## src/sv/jac3_ram.sv

```systemverilog
// Generic simple dual-port RAM with registered read.
`timescale 1ns / 1ps
module jac3_ram #(
  parameter int WIDTH = 8,
  parameter int DEPTH = 16
) (
  input  logic                     clk,
  input  logic                     we,
  input  logic [$clog2(DEPTH)-1:0] waddr,
  input  logic [WIDTH-1:0]         wdata,
  input  logic [$clog2(DEPTH)-1:0] raddr,
  output logic [WIDTH-1:0]         rdata
);
  logic [WIDTH-1:0] mem [DEPTH];

  // write one word, read one word a cycle
  always_ff @(posedge clk) begin
    if (we) begin
      mem[waddr] <= wdata;
    end
    rdata <= mem[raddr];
  end
endmodule

```

## config.mk

```make
export PLATFORM = sky130hd
export DESIGN_NAME = jac3_ram
export DESIGN_NICKNAME = d
export VERILOG_FILES = /design/src/sv/jac3_ram.sv
export SDC_FILE = /design/constraint.sdc
export NUM_CORES = 1
export LEC_CHECK = 0
export ABC_AREA = 1
export BUFFER_PORTS_ARGS = -buffer_cell sky130_fd_sc_hd__buf_2
export CAP_MARGIN = 0
export CORE_UTILIZATION = 40
export CTS_CLUSTER_SIZE = 40
export DETAILED_ROUTE_END_ITERATION = 10
export PLACE_DENSITY_LB_ADDON = 0.15
export REMOVE_ABC_BUFFERS = 1
export SLEW_MARGIN = 10
export SYNTH_ARGS = -nofsm -noshare
export SYNTH_HDL_FRONTEND = slang
export SYNTH_SLANG_ARGS = --single-unit
```

## constraint.sdc

```tcl
create_clock -name clk -period 1.5 [get_ports clk]
set_input_delay 0.15 -clock clk [delete_from_list [all_inputs] [get_ports clk]]
set_output_delay 0.15 -clock clk [all_outputs]
set_load 0.005 [all_outputs]
```

==> impl_metrics.json, run 1 <==
{
  "whs_ns": 0.118,
  "grt_max_degree": 65,
  "hold_end": "rdata[4]",
  "max_stage_delay_ns": 0.42,
  "die_w_um": 122,
  "postSynthRegisterBits": 136,
  "drc": 0,
  "rsz0062_at_grt": "no",
  "wl_per_cell_um": 17.1,
  "layout-area-overhead-vs-synth_pct": 16.8,
  "nets": 613,
  "setup_viol": 0,
  "period_share_pct": 75.9,
  "vias": 3738,
  "hp-start": "raddr[2]",
  "worstSetupStartpointType": "flip-flop",
  "slew-limit-headroom_pct": 74.9,
  "outcome": "complete, no violations",
  "antenna_left": 0,
  "antenna_found_initial": 0,
  "final_cell_mix": "173 x nand2_1, 128 x edfxtp_1, 100 x inv_1, 97 x nand3_1, 25 x buf_2",
  "drive_above_1_share_pct": 12.7,
  "synth_cell_types": 12,
  "slew_violations": 0,
  "cellPowerDensity_nw_per_um2": 1280,
  "post_cts_buffers": 0,
  "die_area_um2": 14900,
  "crit_type": "flip-flop to output pin",
  "critical-path-top-delay-family": "flip-flops",
  "core_um2": 14000,
  "cts.htree.levels": 4,
  "fill_cells": 1291,
  "critPathRequiredTime_ns": 1.35,
  "rows": 43,
  "hold_buffers": 0,
  "syn_area_um2": 5770,
  "crit_buf_inv": 1,
  "grt_usage_pct": 20.1,
  "end_kind": "output pin",
  "drt-pass1-iter-count": 4,
  "reg2reg_from": "mem[7][5]",
  "max_freq_mhz": 879,
  "maxCapViolCount": 0,
  "crit_start": "rdata[4]",
  "layout_commonest_cell": "nand2_1",
  "clk_pin_slew_ns": 0.05,
  "drt_iter0_markers": 337,
  "place_inst": 756,
  "gp_congestion": 0.794,
  "cts_tree": "done",
  "reg2reg_slack_ns": 0.50,
  "irDropWorstVdd_mv": 0.678,
  "start_util_pct": 41.2,
  "min_period_ns": 1.14,
  "io_pins": 26,
  "cp_cell_sequence": "buf_2",
  "avgSynthCellArea_um2": 10.5,
  "cts_inserted_buffers": 17,
  "gr-total-overflow": 0,
  "viasPerCell": 4.74,
  "yosysWarnings": 0,
  "insertion_delay_ns": 0.41,
  "worst_pin_slew_ns": 0.376,
  "io_buffers": 25,
  "final-instance-count-excl-fill": 788,
  "arrival_ns": 0.99,
  "die_h_um": 122,
  "setup_tns_ns": 0,
  "yosysSeqAreaShare_pct": 69.4,
  "place_ws_ns": 0.229,
  "finalWirelength_um": 13500,
  "cts.path.max_buffers": 2,
  "grt_pass1_vias": 3732,
  "crit_fanout": 1,
  "cts_num_sinks": 136,
  "r2r_cells": 6,
  "slowest_stage": "dfxtp_1",
  "synthCells": 551,
  "hold_violations": 0,
  "post-route-util_pct": 48.1,
  "r2r-end": "rdata[5]",
  "finalWorstSetupSlack_ns": 0.362,
  "hp-class": "primary input to flip-flop",
  "post_cts_resized": 0,
  "antenna_cells": 0,
  "hpwl_um": 8170,
  "hold_depth": 4,
  "grt_pass1_wl_um": 21200,
  "cts_root_buf": "clkbuf_16",
  "final.setup_skew_ns": 0.00787,
  "leakagePower_nw": 2.93
}
## stage by stage
step           area, um^2  total power, W
2_1_floorplan        5600         0.00458
3_3_place_gp         6180         0.00488
3_5_place_dp         6180         0.00489
4_1_cts              6740         0.00869
5_1_grt              6740         0.00891
6_report             6740         0.00863
## cell families (layout without fill, tap and decap cells)
group,Yosys count,count (layout),share of synthesized area (%)
AND/OR/NAND/NOR,289,289,21.0
flip-flops,136,136,69.4
buffers and inverters,126,183,9.52
## flip-flops by register name, indices dropped and copies added, names as in the netlist
signal and cells:
mem 128, rdata 8
## layout make-up
| cell class | count | area (um^2) | area share (%) |
|---|---|---|---|
| Clock buffer | 30 | 544 | 8.08 |
| Multi-Input combinational cell | 289 | 1210 | 18.0 |
| Clock inverter | 2 | 10.0 | 0.149 |
| Tap cell | 180 | 225 | 3.34 |
| Inverter | 102 | 383 | 5.68 |
| Timing Repair Buffer | 49 | 355 | 5.28 |
| Sequential cell | 136 | 4000 | 59.4 |
## cells in the mapped netlist
| cell | instances | area share [%] |
|---|---|---|
| nand2_1 | 173 | 11 |
| edfxtp_1 | 128 | 67 |
| inv_1 | 100 | 6.5 |
| nand3_1 | 97 | 8.4 |
| nor2_1 | 17 | 1.1 |
| buf_2 | 13 | 1.1 |
| dfxtp_1 | 8 | 2.8 |
| buf_6 | 6 | 1.2 |
| buf_4 | 4 | 0.52 |
| inv_2 | 2 | 0.13 |
| nand3b_1 | 2 | 0.26 |
| buf_1 | 1 | 0.065 |
## power breakdown
| part | internal (W) | switching [W] | total (W) |
|---|---|---|---|
| Combinational | 0.000167 | 0.000357 | 0.000524 |
| Clock | 0.00242 | 0.00141 | 0.00383 |
| Sequential | 0.00425 | 0.0000291 | 0.00428 |
| Total | 0.00684 | 0.00179 | 0.00863 |
## layer usage
metal  vias up  share of wire (%)  global-route usage [%]
li1       1861                  -                       -
met1      1760                 44                    27.0
met2       101                 48                    31.6
met3        16                6.0                    4.31
met4         0                2.0                    8.00
met5         -                  0                       0
## how the worst max path moves through the flow
stage	slack, ns	cells past startpoint	endpoint
after CTS	0.35	1	rdata[4]
after global placement	0.25	8	rdata[3]
final	0.36	1	rdata[4]
after detailed placement	0.23	8	rdata[3]
after floorplan	0.37	6	rdata[2]
after global routing	0.35	1	rdata[4]
Power figures use the tool's default switching activity.
==> inputs of run 2 (changes only) <==
Settings changed: ABC_AREA 1 to 0.
Clock period 1.5 ns to 1.07 ns, I/O delays scaled along.
==> run 2 against run 1 <==
Net effect: the flow now finishes with violations (negative setup slack); hold slack got worse by 0.034 ns; die area is 11% lower; sequential cell count is the same.
==> impl_metrics.json, run 2 <==
{
  "period_share_pct": 120,
  "synth_mux_area_share_pct": 15.0,
  "post_cts_buffers": 0,
  "hpwl_um": 6540,
  "worst_pin_slew_ns": 0.915,
  "rows": 41,
  "largest_reg_flops": 128,
  "final-instance-count-excl-fill": 485,
  "layout_commonest_cell": "edfxtp_1",
  "synth-adder-area-share_pct": 0,
  "critPathRequiredTime_ns": 1.36,
  "hp-class": "primary input to flip-flop",
  "start_util_pct": 41.0,
  "wirelength_met1_um": 4410,
  "leakagePower_nw": 2.14,
  "vias": 2431,
  "viasPerCell": 5.01,
  "synth_top_family_by_area": "multiplexers",
  "io_buffers": 25,
  "hold_violations": 0,
  "clk_pin_slew_ns": 0.06,
  "grt_pass1_vias": 2620,
  "outcome": "finished, violations left",
  "antenna_left": 0,
  "synth_cell_types": 19,
  "insertion_delay_ns": 0.40,
  "max_freq_mhz": 777,
  "reg2reg_slack_ns": -0.22,
  "arrival_ns": 1.57,
  "io_pins": 26,
  "synth_edf_count": 128,
  "topRoutingLayerUsed": "met4",
  "whs_ns": 0.0842,
  "postSynthRegisterBits": 136,
  "min_period_ns": 1.29,
  "r2r_cells": 3,
  "synth_top_area_share_pct": 74.7,
  "worstSetupStartpointType": "flip-flop",
  "finalWorstSetupSlack_ns": -0.217,
  "wl_met3_um": 381,
  "drc": 0,
  "grt_usage_pct": 16.8,
  "die_area_um2": 13300,
  "endpoint": "rdata[5]",
  "slew-limit-headroom_pct": 38.9,
  "synth_compound_area_share_pct": 2.33,
  "drive_above_1_share_pct": 41.9,
  "slowest_stage": "mux4_2",
  "cts_num_sinks": 136,
  "cts.htree.levels": 4,
  "report.power.total_w": 0.0124,
  "synthCells": 229,
  "layout-area-overhead-vs-synth_pct": 23.1,
  "regMostFlops": "mem",
  "antenna_found_initial": 0,
  "nets": 318,
  "place_ws_ns": -0.497,
  "final_cell_mix": "128 x edfxtp_1, 33 x buf_4, 29 x mux4_2, 25 x buf_2, 17 x clkbuf_16",
  "cts_tree": "done",
  "max_stage_delay_ns": 0.48,
  "crit_type": "flip-flop to flip-flop",
  "drt-pass1-iter-count": 4,
  "end_kind": "flip-flop",
  "grt_max_degree": 22,
  "yosys-top-cells-area": "edfxtp_1 75%, mux4_2 7.9%, mux4_1 7.1%",
  "yosys.area_share.simple_pct": 3.18,
  "cts.path.max_buffers": 2,
  "yosys-top-cells-count": "128 x edfxtp_1, 18 x mux4_2, 16 x a22oi_1",
  "grt_pass1_wl_um": 15400,
  "drt_iter0_markers": 135,
  "die_h_um": 115,
  "route.met2.wl_um": 4890,
  "cts_inserted_buffers": 17,
  "synthArstFlopShare_pct": 0,
  "hp-start": "wdata[1]",
  "ys.flop_type": "edfxtp_1",
  "setup_viol": 8,
  "maxCapViolCount": 0,
  "antenna_cells": 0,
  "yosys.area.top_type": "edfxtp_1",
  "gr-total-overflow": 0,
  "crit_fanout": 1,
  "slew_violations": 0,
  "yosysSeqAreaShare_pct": 77.8,
  "cellPowerDensity_nw_per_um2": 1960,
  "cp_cell_sequence": "mux4_2 -> a22oi_2 -> nand2_1",
  "yosysWarnings": 0,
  "gp_congestion": 0.702,
  "wl_per_cell_um": 20.2,
  "finalWirelength_um": 9810,
  "core_um2": 12600,
  "violations": "negative setup slack",
  "cts_root_buf": "clkbuf_16",
  "avgSynthCellArea_um2": 22.5,
  "r2r-end": "rdata[5]",
  "post-route-util_pct": 50.4,
  "rsz0062_at_grt": "yes",
  "synth_xor_area_share_pct": 0,
  "place_inst": 453,
  "reg2reg_from": "mem[3][5]",
  "synth_most_common_cell": "edfxtp_1",
  "final.setup_skew_ns": 0.00475,
  "syn_area_um2": 5150,
  "crit_start": "mem[3][5]",
  "reg_top3": "mem x128, rdata x8",
  "irDropWorstVdd_mv": 0.903,
  "die_w_um": 115
}
-- run 2: cell types whose count changed after synthesis, sizes merged, moves of 2 or more --
cell | before | now
nand2b | 0 | 2
a22oi | 0 | 16
mux4 | 0 | 32
inv | 102 | 0
nor2 | 17 | 13
nand3 | 97 | 1
nand2 | 173 | 9
buf | 24 | 7
nor3 | 0 | 4
clkdlybuf4s25 | 0 | 3
-- run 2: worst min-delay path by stage --
| stage | end | slack [ns] | cells past startpoint |
|---|---|---|---|
| global placement | rdata[1] | 0.49 | 1 |
| CTS | mem[4][1] | 0.07 | 1 |
| detailed placement | rdata[3] | 0.49 | 1 |
| floorplan | mem[0][0] | 0.21 | 0 |
| global route | mem[0][1] | 0.08 | 1 |
| finish | mem[0][1] | 0.08 | 1 |
-- run 2: what timing repair did --
item                                    CTS  global route
resized for setup                        19             1
gates cloned                              0             0
pin swaps                                12             3
endpoints found under the setup margin    8             8
hold buffers                              0             0
-- run 2: through the flow --
step | TNS [ns] | cell area (um^2)
after floorplan | -16.90 | 5060
after global placement | -25.90 | 5730
after detailed placement | -26.94 | 5730
after CTS | -1.43 | 6330
after global routing | -1.72 | 6340
final | -1.36 | 6340
-- run 2: cell families after synthesis --
group                  Yosys count
DFF                            136
and+or+nand+nor                 35
muxes                           32
AOI/OAI and AO/OA               16
buffers and inverters           10
-- run 2: final cells by class --
type / instances / area, um^2
Timing Repair Buffer: 62 / 453
Clock buffer: 17 / 425
Multi-Input combinational cell: 83 / 1060
Clock inverter: 15 / 179
Fill cell: 1002 / 6230
Tap cell: 172 / 215
Sequential cell: 136 / 4000
-- run 2: routing by layer --
layer  vias up  track usage [%]
met5         -                0
met4         0             7.27
met3        13             3.61
met2        56             27.5
met1      1256             21.8
li1       1106                -
-- run 2: worst max-delay path: cells and delay by family (launching register included) --
kind	cells	cell delay, ns
and+or+nand+nor	1	0.11
muxes	1	0.48
AOI/OAI and AO/OA	1	0.22
DFF	1	0.36
-- run 2: power by group --
group          leakage [nW]  total (W)  internal [W]  switching (W)
sequential             1.22    0.00599       0.00596      0.0000343
clock                 0.277    0.00579       0.00366        0.00213
combinational         0.638   0.000624      0.000293       0.000331
total                  2.14     0.0124       0.00991        0.00250
==> inputs of run 3 (changes only) <==
Settings changed: TNS_END_PERCENT from default to 30.
==> run 3 against run 2 <==
Net effect: the flow still finishes with violations (negative setup slack); clock-buffer cell count stayed put; largest cell class unchanged; global-route usage hardly changed; non-clock buffer count stayed put; sequential power hardly changed; critical path type unchanged; cell count stayed put; combinational power hardly changed; sequential share of layout area hardly changed.
==> impl_metrics.json, run 3 (synthesized netlist as in run 2, its figures left out) <==
{
  "outcome": "finished, violations left",
  "violations": "negative setup slack",
  "grt_pass1_vias": 2619,
  "finalWirelength_um": 9840,
  "p_int_w": 0.00991,
  "end_kind": "flip-flop",
  "finalWorstSetupSlack_ns": -0.222,
  "clkPwrFrac_pct": 46.7,
  "hp-class": "primary input to flip-flop",
  "antenna_left": 0,
  "viasPerCell": 5.03,
  "critPathRequiredTime_ns": 1.35,
  "final.setup_skew_ns": 0.00460,
  "post_cts_buffers": 0,
  "wirelength_met1_um": 4490,
  "slew-limit-headroom_pct": 40.2,
  "reg_top3": "mem x128, rdata x8",
  "p_switching_w": 0.00250,
  "crit_fanout": 1,
  "insertion_delay_ns": 0.40,
  "die_w_um": 115,
  "max_freq_mhz": 774,
  "period_share_pct": 121,
  "seqPwrFrac_pct": 48.3,
  "r2r-end": "rdata[5]",
  "cellPowerDensity_nw_per_um2": 1960,
  "die_area_um2": 13300,
  "io_pins": 26,
  "endpoint": "rdata[5]",
  "hpwl_um": 6540,
  "hold_buffers": 0,
  "register_area_um2": 4000,
  "grt_max_degree": 22,
  "setup_tns_ns": -1.36,
  "cts.htree.levels": 4,
  "grt_pass1_wl_um": 15400,
  "drt_iter0_markers": 135,
  "arrival_ns": 1.58,
  "rsz0062_at_grt": "yes",
  "final_cell_mix": "128 x edfxtp_1, 33 x buf_4, 29 x mux4_2, 25 x buf_2, 17 x clkbuf_16",
  "core_um2": 12600,
  "gp_congestion": 0.702,
  "worst_pin_slew_ns": 0.895,
  "drt-pass1-iter-count": 4,
  "cts_root_buf": "clkbuf_16",
  "irDropWorstVdd_mv": 0.909,
  "drc": 0,
  "wl_met3_um": 295,
  "multi_input_area_um2": 1060,
  "vias": 2441,
  "wl_per_cell_um": 20.3,
  "start_util_pct": 41.0,
  "layout-area-overhead-vs-synth_pct": 23.0,
  "layout_commonest_cell": "edfxtp_1",
  "topRoutingLayerUsed": "met4",
  "route.met2.wl_um": 4900,
  "grt_usage_pct": 16.8,
  "cts_tree": "done",
  "regMostFlops": "mem",
  "nets": 318,
  "io_buffers": 25,
  "slew_violations": 0,
  "cts_num_sinks": 136,
  "worstSetupStartpointType": "flip-flop",
  "antenna_found_initial": 0,
  "rows": 41,
  "clk_pin_slew_ns": 0.06,
  "reg2reg_from": "mem[3][5]",
  "gr-total-overflow": 0,
  "antenna_cells": 0,
  "r2r_cells": 3,
  "leakagePower_nw": 2.14,
  "crit_type": "flip-flop to flip-flop",
  "cts.path.max_buffers": 2,
  "crit_start": "mem[3][5]",
  "switching_share_pct": 20.2,
  "setup_viol": 8,
  "fill_cells": 1003,
  "hold_violations": 0,
  "largest_reg_flops": 128,
  "whs_ns": 0.0852,
  "maxCapViolCount": 0,
  "cts_inserted_buffers": 17,
  "drive_above_1_share_pct": 41.5,
  "reg2reg_slack_ns": -0.22,
  "die_h_um": 115,
  "min_period_ns": 1.29,
  "combPwrFrac_pct": 5.0
}
-- run 3: power by group through the flow --
stage | Combinational [W] | Sequential, W | Clock, W
global route | 0.000680 | 0.00600 | 0.00612
detailed placement | 0.000601 | 0.00610 | 0
finish | 0.000621 | 0.00599 | 0.00580
global placement | 0.000596 | 0.00610 | 0
CTS | 0.000631 | 0.00599 | 0.00588
floorplan | 0.000239 | 0.00609 | 0
-- run 3: final cells by class --
type | instances | area share, %
well taps | 172 | 3.40
clock buffers | 17 | 6.72
flip-flops and latches | 136 | 63.2
clock inverters | 15 | 2.83
multi-input cells | 83 | 16.7
repair buffers | 62 | 7.15
-- run 3: through the flow --
step | power [W] | area, um^2 | setup WS (ns) | instances | util (%)
2_1_floorplan | 0.00633 | 5060 | -0.530 | 219 | -
3_3_place_gp | 0.00669 | 5730 | -0.499 | 453 | 45.6
3_5_place_dp | 0.00670 | 5730 | -0.497 | 453 | 45.6
4_1_cts | 0.0125 | 6330 | -0.230 | 485 | 50.4
5_1_grt | 0.0128 | 6330 | -0.255 | 485 | 50.4
6_report | 0.0124 | 6330 | -0.222 | 485 | 50.4
-- run 3: repair_timing --
item                       CTS  global route
pin swaps                   10             4
cloned                       0             0
resized for setup           16             3
setup endpoints to repair    8             8
-- run 3: how the worst min path moves through the flow --
stage / start / to / slack (ns) / depth (start not counted)
after floorplan: wdata[0] / mem[0][0] / 0.21 / 0
after global placement: rdata[1] / rdata[1] / 0.49 / 1
after detailed placement: rdata[3] / rdata[3] / 0.49 / 1
after CTS: wdata[1] / mem[4][1] / 0.07 / 1
after global routing: wdata[1] / mem[0][1] / 0.08 / 1
final: wdata[1] / mem[0][1] / 0.09 / 1
-- run 3: critical path, stage by stage, from the launching register on --
cell      delay (ns)
edfxtp_1        0.36
mux4_2          0.48
a22oi_2         0.22
nand2_1         0.11
-- run 3: metal layers --
layer  global-route usage, %  vias to the layer above
li1                        -                     1104
met1                    21.9                     1270
met2                    27.3                       52
met3                    3.61                       15
met4                    7.27                        0
met5                       0                        -
